==> src/rtl/mcaas_pkg.sv <==
// Shared types and constants for the multichannel ADC average scaler.
package mcaas_pkg;

  // Default parameter values.
  localparam int unsigned CHANNELS_DEF    = 8;
  localparam int unsigned MAX_SAMPLES_DEF = 1024;
  localparam int unsigned SAMPLE_BITS_DEF = 16;

  // Fixed field widths.
  localparam int unsigned NUM_READINGS = 8;
  localparam int unsigned READING_W    = 16;
  localparam int unsigned CHANNEL_W    = 3;
  localparam int unsigned RESULT_W     = 16;
  localparam int unsigned COUNT_OUT_W  = 11;
  localparam int unsigned APB_ADDR_W   = 3;
  localparam int unsigned APB_DATA_W   = 32;

  // Register map (word index taken from paddr[2]).
  localparam logic REG_VREF = 1'b0;
  localparam logic [RESULT_W-1:0] VREF_RESET = 16'd3300;

  typedef enum logic {
    OP_SAMPLE = 1'b0,
    OP_FLUSH  = 1'b1
  } op_e;

  typedef enum logic [1:0] {
    ST_IDLE,
    ST_START,
    ST_DIV,
    ST_PUT
  } seq_state_e;

  // Status of the shared divider seen by the sequencer.
  typedef struct packed {
    logic busy;
    logic done;
  } div_status_t;

endpackage

==> src/rtl/multichannel_adc_average_scaler_unit.sv <==
// Multichannel ADC accumulator with averaging and voltage scaling on flush.
// Latency: a sample transfer below the count limit updates the sums at the next edge; a
//   flush starts the divider, waits for its quotient and loads the output register, per channel in turn.
// Throughput: 1 sample item per cycle while idle; a flush holds the input until
//   the final channel result loads, each channel going through the shared bit-serial divider, plus
//   every cycle that a finished result waits on a stalled result side.
// Reset: sums and sample count clear, reference voltage returns to 3300.
module multichannel_adc_average_scaler_unit #(
  parameter int unsigned CHANNELS    = mcaas_pkg::CHANNELS_DEF,
  parameter int unsigned MAX_SAMPLES = mcaas_pkg::MAX_SAMPLES_DEF,
  parameter int unsigned SAMPLE_BITS = mcaas_pkg::SAMPLE_BITS_DEF
) (
  input  logic                                 clk_i,
  input  logic                                 rst_ni,
  // APB configuration port
  input  logic                                 psel,
  input  logic                                 penable,
  input  logic                                 pwrite,
  input  logic [mcaas_pkg::APB_ADDR_W-1:0]     paddr,
  input  logic [mcaas_pkg::APB_DATA_W-1:0]     pwdata,
  output logic [mcaas_pkg::APB_DATA_W-1:0]     prdata,
  output logic                                 pready,
  // input channel
  input  logic                                 in_valid_i,
  output logic                                 in_stall_o,
  input  logic                                 op_i,
  input  logic [mcaas_pkg::READING_W-1:0]      reading_ch0_i,
  input  logic [mcaas_pkg::READING_W-1:0]      reading_ch1_i,
  input  logic [mcaas_pkg::READING_W-1:0]      reading_ch2_i,
  input  logic [mcaas_pkg::READING_W-1:0]      reading_ch3_i,
  input  logic [mcaas_pkg::READING_W-1:0]      reading_ch4_i,
  input  logic [mcaas_pkg::READING_W-1:0]      reading_ch5_i,
  input  logic [mcaas_pkg::READING_W-1:0]      reading_ch6_i,
  input  logic [mcaas_pkg::READING_W-1:0]      reading_ch7_i,
  // result channel
  output logic                                 out_valid_o,
  input  logic                                 out_stall_i,
  output logic [mcaas_pkg::CHANNEL_W-1:0]      channel_o,
  output logic [mcaas_pkg::RESULT_W-1:0]       average_o,
  output logic [mcaas_pkg::RESULT_W-1:0]       voltage_o,
  output logic [mcaas_pkg::COUNT_OUT_W-1:0]    sample_count_o,
  output logic                                 last_o
);
  import mcaas_pkg::*;

  localparam int unsigned CNT_W = $clog2(MAX_SAMPLES + 1);
  localparam int unsigned SUM_W = SAMPLE_BITS + CNT_W;
  localparam int unsigned CH_W  = (CHANNELS > 1) ? $clog2(CHANNELS) : 1;

  // Sequencer
  seq_state_e state_q, state_d;
  logic       in_xfer;
  logic       out_xfer;
  logic       slot_free;
  logic       div_start;
  logic       out_load;
  logic       acc_clear;
  logic       acc_add;
  logic       last_ch;

  // Datapath
  logic [SUM_W-1:0]        sum_q [CHANNELS];
  logic [CNT_W-1:0]        count_q;
  logic [CH_W-1:0]         ch_q;
  logic [RESULT_W-1:0]     vref_q;
  logic [READING_W-1:0]    rd [NUM_READINGS];
  div_status_t             div_st;
  logic [SAMPLE_BITS-1:0]  quotient;
  logic [RESULT_W-1:0]     avg16;
  logic [2*RESULT_W-1:0]   product;
  logic [31:0]             count_ext;
  logic [31:0]             ch_ext;
  logic                    full;

  logic                    out_valid_q;
  logic [CHANNEL_W-1:0]    channel_q;
  logic [RESULT_W-1:0]     average_q;
  logic [RESULT_W-1:0]     voltage_q;
  logic [COUNT_OUT_W-1:0]  sample_count_q;
  logic                    last_q;

  assign rd[0] = reading_ch0_i;
  assign rd[1] = reading_ch1_i;
  assign rd[2] = reading_ch2_i;
  assign rd[3] = reading_ch3_i;
  assign rd[4] = reading_ch4_i;
  assign rd[5] = reading_ch5_i;
  assign rd[6] = reading_ch6_i;
  assign rd[7] = reading_ch7_i;

  // Configuration: one register, always ready; byte offset bits are ignored.
  assign pready = 1'b1;
  assign prdata = (paddr[2] == REG_VREF) ? APB_DATA_W'(vref_q) : '0;

  always_ff @(posedge clk_i or negedge rst_ni) begin
    if (!rst_ni) begin
      vref_q <= VREF_RESET;
    end else if (psel && penable && pwrite && pready && (paddr[2] == REG_VREF)) begin
      vref_q <= pwdata[RESULT_W-1:0];
    end
  end

  // Handshakes: accept input only while idle; the output register frees
  // its slot when empty or when the current result transfers.
  assign in_stall_o = (state_q != ST_IDLE);
  assign in_xfer    = in_valid_i && !in_stall_o;
  assign out_xfer   = out_valid_q && !out_stall_i;
  assign slot_free  = !out_valid_q || !out_stall_i;
  assign full       = (count_q == CNT_W'(MAX_SAMPLES));
  assign last_ch    = (ch_q == CH_W'(CHANNELS - 1));

  // Next-state logic
  always_comb begin
    state_d = state_q;
    case (state_q)
      ST_IDLE: begin
        if (in_xfer && (op_i == OP_FLUSH) && (count_q != '0)) begin
          state_d = ST_START;
        end
      end
      ST_START: begin
        state_d = ST_DIV;
      end
      ST_DIV: begin
        if (div_st.done) begin
          state_d = ST_PUT;
        end
      end
      ST_PUT: begin
        if (slot_free) begin
          state_d = last_ch ? ST_IDLE : ST_START;
        end
      end
      default: begin
        state_d = ST_IDLE;
      end
    endcase
  end

  // Control outputs of the sequencer
  always_comb begin
    div_start = 1'b0;
    out_load  = 1'b0;
    acc_clear = 1'b0;
    acc_add   = 1'b0;
    case (state_q)
      ST_IDLE: begin
        if (in_xfer && (op_i == OP_SAMPLE) && !full) begin
          acc_add = 1'b1;
        end
        // Flush with no samples only clears.
        if (in_xfer && (op_i == OP_FLUSH) && (count_q == '0)) begin
          acc_clear = 1'b1;
        end
      end
      ST_START: begin
        div_start = 1'b1;
      end
      ST_PUT: begin
        if (slot_free) begin
          out_load  = 1'b1;
          acc_clear = last_ch;
        end
      end
      default: begin
        div_start = 1'b0;
      end
    endcase
  end

  always_ff @(posedge clk_i or negedge rst_ni) begin
    if (!rst_ni) begin
      state_q <= ST_IDLE;
    end else begin
      state_q <= state_d;
    end
  end

  // Accumulators: add every lane at once on a sample while the count is below MAX_SAMPLES.
  always_ff @(posedge clk_i or negedge rst_ni) begin
    if (!rst_ni) begin
      for (int i = 0; i < CHANNELS; i++) begin
        sum_q[i] <= '0;
      end
      count_q <= '0;
    end else if (acc_clear) begin
      for (int i = 0; i < CHANNELS; i++) begin
        sum_q[i] <= '0;
      end
      count_q <= '0;
    end else if (acc_add) begin
      for (int i = 0; i < CHANNELS; i++) begin
        sum_q[i] <= sum_q[i] + SUM_W'(rd[i][SAMPLE_BITS-1:0]);
      end
      count_q <= count_q + 1'b1;
    end
  end

  // Channel pointer: held at zero while idle, advance after each result load but the last.
  always_ff @(posedge clk_i or negedge rst_ni) begin
    if (!rst_ni) begin
      ch_q <= '0;
    end else if (state_q == ST_IDLE) begin
      ch_q <= '0;
    end else if (out_load && !last_ch) begin
      ch_q <= ch_q + 1'b1;
    end
  end

  mcaas_div #(
    .SAMPLE_BITS (SAMPLE_BITS),
    .CNT_W       (CNT_W)
  ) u_div (
    .clk_i      (clk_i),
    .rst_ni     (rst_ni),
    .start_i    (div_start),
    .dividend_i (sum_q[ch_q]),
    .divisor_i  (count_q),
    .status_o   (div_st),
    .quotient_o (quotient)
  );

  // Scale the held quotient straight into the output register.
  assign avg16     = RESULT_W'(quotient);
  assign product   = vref_q * avg16;
  assign count_ext = 32'(count_q);
  assign ch_ext    = 32'(ch_q);

  always_ff @(posedge clk_i or negedge rst_ni) begin
    if (!rst_ni) begin
      out_valid_q <= 1'b0;
    end else if (out_load) begin
      out_valid_q <= 1'b1;
    end else if (out_xfer) begin
      out_valid_q <= 1'b0;
    end
  end

  always_ff @(posedge clk_i) begin
    if (out_load) begin
      channel_q      <= ch_ext[CHANNEL_W-1:0];
      average_q      <= avg16;
      voltage_q      <= product[2*RESULT_W-1:RESULT_W];
      sample_count_q <= count_ext[COUNT_OUT_W-1:0];
      last_q         <= last_ch;
    end
  end

  assign out_valid_o    = out_valid_q;
  assign channel_o      = channel_q;
  assign average_o      = average_q;
  assign voltage_o      = voltage_q;
  assign sample_count_o = sample_count_q;
  assign last_o         = last_q;

  // The divider must be idle whenever the sequencer starts it.
  a_div_start_idle: assert property (@(posedge clk_i) disable iff (!rst_ni)
    div_start |-> !div_st.busy)
    else $error("divider started while busy");

  // The sample count never passes its limit.
  a_count_limit: assert property (@(posedge clk_i) disable iff (!rst_ni)
    count_q <= CNT_W'(MAX_SAMPLES))
    else $error("sample count beyond limit");

  // Loading the final channel result empties the accumulators.
  a_last_clears: assert property (@(posedge clk_i) disable iff (!rst_ni)
    (out_load && last_ch) |=> (count_q == '0) && (state_q == ST_IDLE))
    else $error("accumulators not cleared after final result");

  // Input stays stalled for the whole flush sequence.
  a_flush_stall: assert property (@(posedge clk_i) disable iff (!rst_ni)
    (div_st.busy || out_load) |-> in_stall_o)
    else $error("input accepted during flush");

endmodule

==> src/rtl/mcaas_div.sv <==
// Shared restoring divider, one quotient bit per cycle.
module mcaas_div #(
  parameter int unsigned SAMPLE_BITS = 16,
  parameter int unsigned CNT_W       = 11
) (
  input  logic                         clk_i,
  input  logic                         rst_ni,
  input  logic                         start_i,
  input  logic [SAMPLE_BITS+CNT_W-1:0] dividend_i,
  input  logic [CNT_W-1:0]             divisor_i,
  output mcaas_pkg::div_status_t       status_o,
  output logic [SAMPLE_BITS-1:0]       quotient_o
);
  import mcaas_pkg::*;

  localparam int unsigned STEP_W = $clog2(SAMPLE_BITS + 1);

  logic                   busy_q, busy_d;
  logic [STEP_W-1:0]      step_q, step_d;
  logic [CNT_W-1:0]       rem_q, rem_d;
  logic [SAMPLE_BITS-1:0] quo_q, quo_d;
  logic [CNT_W-1:0]       dsr_q, dsr_d;
  logic [CNT_W:0]         shifted;
  logic [CNT_W:0]         trial;

  // The quotient is known to fit SAMPLE_BITS, so the upper dividend bits
  // start out as the partial remainder and stay below the divisor.
  always_comb begin
    shifted = {rem_q, quo_q[SAMPLE_BITS-1]};
    trial   = shifted - {1'b0, dsr_q};
    busy_d  = busy_q;
    step_d  = step_q;
    rem_d   = rem_q;
    quo_d   = quo_q;
    dsr_d   = dsr_q;
    if (start_i) begin
      busy_d = 1'b1;
      step_d = STEP_W'(SAMPLE_BITS);
      rem_d  = dividend_i[SAMPLE_BITS+CNT_W-1:SAMPLE_BITS];
      quo_d  = dividend_i[SAMPLE_BITS-1:0];
      dsr_d  = divisor_i;
    end else if (busy_q && (step_q != '0)) begin
      step_d = step_q - 1'b1;
      if (shifted >= {1'b0, dsr_q}) begin
        rem_d = trial[CNT_W-1:0];
        quo_d = {quo_q[SAMPLE_BITS-2:0], 1'b1};
      end else begin
        rem_d = shifted[CNT_W-1:0];
        quo_d = {quo_q[SAMPLE_BITS-2:0], 1'b0};
      end
    end else if (busy_q) begin
      busy_d = 1'b0;
    end
  end

  always_ff @(posedge clk_i or negedge rst_ni) begin
    if (!rst_ni) begin
      busy_q <= 1'b0;
      step_q <= '0;
    end else begin
      busy_q <= busy_d;
      step_q <= step_d;
    end
  end

  always_ff @(posedge clk_i) begin
    rem_q <= rem_d;
    quo_q <= quo_d;
    dsr_q <= dsr_d;
  end

  assign status_o.busy = busy_q;
  assign status_o.done = busy_q && (step_q == '0);
  assign quotient_o    = quo_q;

endmodule
==> config.mk <==
export PLATFORM = sky130hd
export DESIGN_NAME = multichannel_adc_average_scaler_unit
export DESIGN_NICKNAME = d
export VERILOG_FILES = /design/src/rtl/mcaas_pkg.sv /design/src/rtl/multichannel_adc_average_scaler_unit.sv /design/src/rtl/mcaas_div.sv
export SDC_FILE = /design/constraint.sdc
export NUM_CORES = 1
export LEC_CHECK = 0
export BUFFER_PORTS_ARGS = -buffer_cell sky130_fd_sc_hd__buf_2
export CORE_UTILIZATION = 40
export DETAILED_ROUTE_END_ITERATION = 12
export GPL_TIMING_DRIVEN = 0
export PLACE_DENSITY_LB_ADDON = 0.2
export SKIP_LAST_GASP = 1
export SLEW_MARGIN = 25
export SYNTH_ARGS = -nofsm -noshare
export SYNTH_HDL_FRONTEND = slang
export SYNTH_HIERARCHICAL = 1
export SYNTH_SLANG_ARGS = --single-unit
==> constraint.sdc <==
create_clock -name clk_i -period 8.9 [get_ports clk_i]
set_input_delay 0.89 -clock clk_i [delete_from_list [all_inputs] [get_ports clk_i]]
set_output_delay 0.89 -clock clk_i [all_outputs]
set_load 0.03 [all_outputs]
After elaboration in Yosys (flattened, before gate mapping)
Cells that the tools add are included.
Widths: inputs -> output; s select.
{ "totals": {"reg_bits": 340, "latch_bits": 0, "mem_bits_rw": 0, "mem_bits_ro": 0, "in_bits": 171, "out_inout_bits": 82, "elab_cells": 115, "n_memories": 0} }
{ "op_classes": {"add_sub_neg": 12, "n_mul": 1, "div": 0, "order_cmp": 2, "n_eq_ne": 9, "shifts": 0, "n_mux": 35, "n_bitwise": 3, "reduce_logical": 30} }
{ "ops": {"columns": ["cell", "n"], "rows": [
  ["$mux 216", 2],
  ["$add 27x16->27", 8],
  ["$bmux 27 s3", 1],
  ["$mux 11", 5],
  ["$mux 27", 2],
  ["$mux 16", 3],
  ["$mul 16x16->32", 1],
  ["$logic_and 1x1->1", 13],
  ["$mux 1", 13],
  ["$ge 12x11->1", 1],
  ["$add 11x1->11 const B", 1],
  ["$eq 11x11->1 const B", 1],
  ["$logic_not 11->1", 1],
  ["$reduce_bool 11->1", 1],
  ["$sub 11x11->11", 1],
  ["$mux 5", 2],
  ["$reduce_bool 2->1", 5],
  ["$ne 2x2->1 const B", 4],
  ["$pmux 2 s4", 1],
  ["$mux 2", 3],
  ["$mux 3", 2],
  ["$logic_not 1->1", 5],
  ["$logic_not 5->1", 1],
  ["$reduce_bool 5->1", 1],
  ["other kinds (12)", 14]
]} }

Depth between registers and ports, before layout
Gate-level depths: netlist of the first run.
{ "depth": {"ltp_word": 9, "ltp_mapped": 22, "depth_no_buf": 21} }

Modules after synthesis
Netlist of the first run, hierarchy kept.
{ "by_module_without_submodules": {"columns": ["mod", "n_inst", "cells_each", "area_each_um2", "seq_area_each_um2"], "rows": [
  ["multichannel_adc_average_scaler_unit", 1, 3007, 28203.3, 7649.8],
  ["mcaas_div", 1, 210, 2536.2, 1291.2]
]} }

Worst setup path before layout of the first run
Ideal clock, no wire load.
{ "synth_timing": {"kind": "register to register", "from": "reg vref_q[7]", "to": "reg voltage_q[13], in the netlist voltage_o[13] (data pin)", "setup_ns": 0.158, "arrival_time_ns": 5.916, "path_slack_ns": 2.826, "path_stages_with_launch": 21, "period_less_slack_ns": 6.074, "path_cell_list": "dfstp_2 > clkbuf_1 > nand2_1 > fa_1 > inv_1 > fa_1 > inv_1 > fa_1 > inv_1 > fa_1 > fa_1 > inv_1 > fa_1 > inv_1 > ha_1 > nand4_1 > or2_2 > o311ai_2 > o22ai_1 > or4_1 > a22oi_1"} }
{ "synth_between": {"elab_chain_cells": 1} }
{ "synth_rtl": {"columns": ["element", "line_no", "source"], "rows": [
  ["start, declared", "multichannel_adc_average_scaler_unit.sv:65", "logic [RESULT_W-1:0] vref_q;"],
  ["start signal, assigned", "multichannel_adc_average_scaler_unit.sv:99", "vref_q <= pwdata[RESULT_W-1:0];"],
  ["$mul 16x16->32", "multichannel_adc_average_scaler_unit.sv:225", "assign product = vref_q * avg16;"],
  ["net product[29]", "multichannel_adc_average_scaler_unit.sv:70", "logic [2*RESULT_W-1:0] product;"],
  ["end signal, assigned", "multichannel_adc_average_scaler_unit.sv:243", "voltage_q <= product[2*RESULT_W-1:RESULT_W];"],
  ["end, declared", "multichannel_adc_average_scaler_unit.sv:78", "logic [RESULT_W-1:0] voltage_q;"]
]} }
The timed path passes the listed nets, and every way through them passes these cells.
A chain may end at the register's enable or synchronous reset.

Final worst setup path of the first run
{ "layout_timing": {"from": "reg u_div.quo_q[9], in the netlist u_div/quotient_o[9]", "to": "reg voltage_q[13], in the netlist voltage_o[13] (data pin)"} }
{ "layout_between": {"elab_chain_cells": 1} }
{ "layout_rtl": {"columns": ["element", "line_no", "source"], "rows": [
  ["start, declared", "mcaas_div.sv:21", "logic [SAMPLE_BITS-1:0] quo_q, quo_d;"],
  ["start signal, assigned", "mcaas_div.sv:68", "quo_q <= quo_d;"],
  ["$mul 16x16->32", "multichannel_adc_average_scaler_unit.sv:225", null],
  ["net product[29]", "multichannel_adc_average_scaler_unit.sv:70", null]
]} }
The timed path passes the listed nets, and every way through them passes these cells.

==> results_dict.tcl, run 1 <==
set metrics [dict create \
    status "finished clean" \
    path_buf_inv 6 \
    clockRootBuffer "clkbuf_16" \
    core_area_sq_um 75950 \
    fillerInstances 7384 \
    grt_overflow 0 \
    maxCapViolations 0 \
    crit_path_start_kind "flop" \
    crit_slowest_cell "edfxtp_1" \
    timing.final.crit_share 0.7847 \
    wirelength_um 99340 \
    numClockSinks 340 \
    power_leakage_uw 0.01612 \
    pin_count 253 \
    place.gp.congestion 0.9351 \
    drt.antenna.violating_nets 0 \
    final_max_slew_viol_count 0 \
    fin_skew_ns 0.02711 \
    yosysWarnings 6 \
    finalCriticalPeriod_ns 6.984 \
    drtIter0Drc 1938 \
    hold_class "in2async" \
    layout-drive-gt1-share 0.1414 \
    grt.total_usage 0.2565 \
    cts_tree "yes" \
    die_h_um 279.2 \
    end_kind "flop" \
    via_per_inst 5.541 \
    antenna_found_initial 1 \
    clk_pin_slew_ns 0.06 \
    htree_levels 2 \
    cpMostUsedCell "fa_1" \
    dp.cells 4482 \
    crit_required_ns 9.29 \
    final_cells 4560 \
    diodes 0 \
    tns_ns 0 \
    final_nets 4121 \
    vias 25270 \
    p_per_area_nw_per_um2 333.0 \
    rrSetupSlack_ns 1.92 \
    crit_chain "clkbuf_1 -> nand2_1 -> fa_1 -> inv_1 -> fa_1 -> inv_1 -> fa_1 -> inv_1 -> fa_1 -> fa_1 -> inv_1 -> fa_1 -> inv_1 -> ha_1 -> nand4_1 -> or2_2 -> o311ai_2 -> o22ai_1 -> or4_1 -> a22oi_1" \
    portBuffers 217 \
    cts_buffers 44 \
    dpl.hpwl_um 77870 \
    synth.avg_cell_area_sq_um 9.556 \
    grt_max_degree 84 \
    max-slew-margin-rel 0.2220 \
    dr.pass1.iters 5 \
    worstSetupPathType "reg2reg" \
    timing.fmax_ghz 0.1432 \
    cts_resized 0 \
    drcViolationCount 0 \
    synthToLayoutAreaGrowth_pct 12.89 \
    die-area_sq_um 77940 \
    cts_hold_buffers 0 \
    finalSetupViolCount 0 \
    cpPeakStageDelay_ns 0.74 \
    clk_path_buf_depth 3 \
    hold_violations 0 \
    post_drt_wl_per_cell_um 21.78 \
    start_util 0.4046 \
    postSynthCellCount 3216 \
    grt_first_pass_wirelength_um 151900 \
    grt_pass1_vias 25510 \
    rsz0062_at_grt "false" \
    num_rows 101 \
    syn_area_sq_um 30730 \
    cp.arrival_ns 7.38 \
    clock_latency_ns 0.58 \
    die_w_um 279.2 \
    worst_pin_slew_ns 1.163 \
    worstPathMaxFanout 10 \
    postCtsSetupBuffers 0 \
    critical-path-top-delay-family "adder cells" \
    vdd_drop_max_mv 0.4835 \
    fin_area_sq_um 34690 \
    fin_hold_ws_ns 0.2647 \
    placed_cell_area_sq_um 33290 \
]
==> power breakdown <==
part / switching (uW) / internal, uW
sequential: 290 / 2080
combinational: 4490 / 2920
clock: 739 / 1030
==> metal layers <==
layer,vias up,global-route usage,share of wire
met5,-,0,0
met1,12480,0.3300,0.42
met3,187,0.03481,0.062
met4,0,0.09665,0.039
met2,813,0.4370,0.48
li1,11780,-,-
==> flip-flops by register name, summed over array words and instances (netlist names) <==
register,cells
ch_q,3
average_o,16
state_q,2
u_div/rem_q,11
out_valid_o,1
u_div/step_q,5
count_q,11
voltage_o,16
u_div/quotient_o,16
vref_q,16
last_o,1
sum_q,216
u_div/busy_q,1
sample_count_o,11
u_div/dsr_q,11
channel_o,3
==> cells in the final DEF (no fill, tap or decap), types with 93 or more instances in the layout <==
cell type	count
ha_1	250
buf_2	238
fa_1	202
clkbuf_1	93
a21oi_1	229
nor2_1	156
nand2_1	423
and2_1	122
o21ai_0	125
dfrtp_1	249
inv_1	297
==> metrics by stage <==
step | total power [uW] | setup WS [ns] | util
after floorplan | 7833 | 2.826 | -
after global placement | 9719 | 1.725 | 0.4366
after global routing | 12740 | 1.560 | 0.4568
final | 11550 | 1.916 | 0.4568
after detailed placement | 9799 | 1.895 | 0.4383
after CTS | 11630 | 1.879 | 0.4568
==> layout make-up <==
type / instances / area (sq um) / share of cell area
buffer: 140 / 643.1 / 0.01854
inverter: 297 / 1115 / 0.03213
multi-input combinational: 2454 / 20100 / 0.5792
sequential: 340 / 8941 / 0.2577
timing repair buffer: 221 / 1206 / 0.03477
tap: 1030 / 1289 / 0.03715
clock buffer: 63 / 1285 / 0.03704
clock inverter: 15 / 118.9 / 0.003426
==> path summary, 6_finish.rpt <==
check / startpoint / endpoint / depth (start not counted)
worst min-delay path: rst_ni / u_div/step_q[2] / 1
min in group clk_i: ch_q[1] / channel_o[1] / 0
max in group asynchronous: rst_ni / vref_q[5] / 3
worst max-delay path: u_div/quotient_o[9] / voltage_o[13] / 20
worst max register to register: u_div/quotient_o[9] / voltage_o[13] / 20
worst min register to register: ch_q[1] / channel_o[1] / 0
Note: power is estimated with default switching activity, not from simulation.
==> run 2, diff against run 1 <==
==> constraint.sdc (replaced) <==
create_clock -name clk_i -period 6.4 [get_ports clk_i]
set_input_delay 0.64 -clock clk_i [delete_from_list [all_inputs] [get_ports clk_i]]
set_output_delay 0.64 -clock clk_i [all_outputs]
set_load 0.03 [all_outputs]
==> run 2 against run 1 <==
Clock power increased by 39%. Largest power group unchanged. Critical endpoint is now voltage_o[9]. Via count increased by 0.75%. Power is 44% higher.
==> results_dict.tcl, run 2 (synthesis gave the netlist of run 1 again) <==
set metrics [dict create \
    die-area_sq_um 77940 \
    synthToLayoutAreaGrowth_pct 14.29 \
    diodes 0 \
    finalCriticalPeriod_ns 6.211 \
    pin_count 253 \
    clk_path_buf_depth 3 \
    cts_tree "yes" \
    p_int_uw 8691 \
    drt.antenna.violating_nets 0 \
    layout-drive-gt1-share 0.1636 \
    finalSetupViolCount 0 \
    placed_cell_area_sq_um 33290 \
    timing.final.crit_share 0.9705 \
    cpPeakStageDelay_ns 0.58 \
    antenna_found_initial 2 \
    final_cell_mix "423 x nand2_1, 297 x inv_1, 249 x ha_1, 241 x dfrtp_1, 239 x buf_2" \
    power_frac_seq 0.194 \
    p_per_area_nw_per_um2 474.2 \
    post_drt_wl_per_cell_um 21.84 \
    grt_overflow 0 \
    core_area_sq_um 75950 \
    portBuffers 217 \
    power.switching_uw 7963 \
    seq_area_sq_um 8951 \
    grt_max_degree 84 \
    swShare 0.4781 \
    place.gp.congestion 0.9351 \
    largest-register "sum_q" \
    crit_chain "clkbuf_4 -> nand2_1 -> fa_1 -> fa_1 -> fa_1 -> inv_1 -> fa_1 -> fa_1 -> inv_1 -> fa_1 -> inv_1 -> ha_1 -> a21oi_1 -> nor3_1 -> o31ai_1 -> o311ai_4 -> o22ai_4 -> o22ai_1 -> a31o_2" \
    start_util 0.4046 \
    die_w_um 279.2 \
    finalWorstSetupSlack_ns 0.1886 \
    clockRootBuffer "clkbuf_16" \
    pre_cts_ws_ns -0.6053 \
    grt_pass1_vias 25590 \
    fin_skew_ns 0.02381 \
    worstSetupPathType "reg2reg" \
    clk_pin_slew_ns 0.06 \
    worst_pin_slew_ns 1.158 \
    grt.total_usage 0.2580 \
    largest_register_ffs 216 \
    wirelength_um 100300 \
    crit_slowest_cell "dfstp_2" \
    cpMostUsedCell "fa_1" \
    num_rows 101 \
    cp.arrival_ns 6.53 \
    dp.cells 4482 \
    timing.fmax_ghz 0.1610 \
    vias 25450 \
    drcViolationCount 0 \
    crit_path_start_kind "flop" \
    max-slew-margin-rel 0.2250 \
    hold_violations 0 \
    numClockSinks 340 \
    status "finished clean" \
    fin_area_sq_um 35120 \
    final_max_slew_viol_count 0 \
    clock_latency_ns 0.58 \
    end_kind "flop" \
    final_nets 4155 \
    htree_levels 2 \
    grt_first_pass_wirelength_um 152700 \
    dr.pass1.iters 5 \
    drtIter0Drc 1923 \
    fillerInstances 7353 \
    maxCapViolations 0 \
    via_per_inst 5.541 \
    multi_input_area_sq_um 20170 \
    cts_hold_buffers 0 \
    crit_required_ns 6.72 \
    power.share.clock 0.148 \
    final_cells 4594 \
    fin_hold_ws_ns 0.02112 \
    die_h_um 279.2 \
    final_common_cell "nand2_1" \
    hold_class "in2async" \
    dpl.hpwl_um 77870 \
    cts_buffers 44 \
    worstPathMaxFanout 10 \
    power_leakage_uw 0.01642 \
    power_frac_comb 0.658 \
    vdd_drop_max_mv 0.6902 \
]
run 2: changes by cell type in the layout (fill, tap and decap cells not counted), moves of 8 or more:
cell      change
buf_4        +38
clkbuf_1     -32
clkbuf_2     +16
clkbuf_4      +9
dfrtp_1       -8
dfrtp_2       +8
run 2: per-stage QoR:
| stage | utilization | power, uW | TNS (ns) |
|---|---|---|---|
| after floorplan | - | 10890 | 0 |
| after global placement | 0.4366 | 13510 | -126.00 |
| after detailed placement | 0.4383 | 13620 | -3.433 |
| after CTS | 0.4593 | 16380 | 0 |
| after global routing | 0.4624 | 18270 | -0.01938 |
| final | 0.4624 | 16650 | 0 |
run 2: critical path, delay by kind of cell (launching register included):
family	cells	cell delay, ns
adders and majority gates	7	3.29
and+or+nand+nor	2	0.17
DFF	1	0.58
buffers and inverters	4	0.39
AOI/OAI and AO/OA	6	1.52
run 2: path summary, 6_finish.rpt:
kind                            start  cells after the start               to  slack (ns)
max reg2reg                vref_q[10]                     19     voltage_o[9]        0.19
max                        vref_q[10]                     19     voltage_o[9]        0.19
min reg2reg                   ch_q[1]                      0     channel_o[1]        0.48
max in group asynchronous      rst_ni                      3        vref_q[4]        5.10
min in group clk_i          pwdata[7]                      2        vref_q[7]        0.30
min                            rst_ni                      1  u_div/step_q[2]        0.02
run 2: power by group through the flow:
stage	clock, uW	combinational (uW)	sequential [uW]
finish	2460	11000	3220
CTS	2520	10600	3240
floorplan	0	7540	3350
global route	2590	12400	3260
detailed placement	0	10300	3330
global placement	0	10200	3340
run 2: what timing repair did:
item,4_1_cts,5_1_grt
pin swaps,0,2
buffers inserted,13,23
gates resized for setup,47,31
endpoints found under the setup margin,11,7
run 2: per-layer routing:
layer	GRT usage	share of wire	up-vias
met1	0.3315	0.42	12570
li1	-	-	11850
met3	0.03498	0.063	187
met4	0.09608	0.040	0
met5	0	0	-
met2	0.4407	0.48	848
run 2: layout make-up:
class | count | area share
plain buffers | 138 | 0.02038
inverters | 297 | 0.03174
clock buffers | 63 | 0.03659
well taps | 1030 | 0.03669
flip-flops and latches | 340 | 0.2549
multi-input cells | 2454 | 0.5743
repair buffers | 257 | 0.04204
clock inverters | 15 | 0.003384
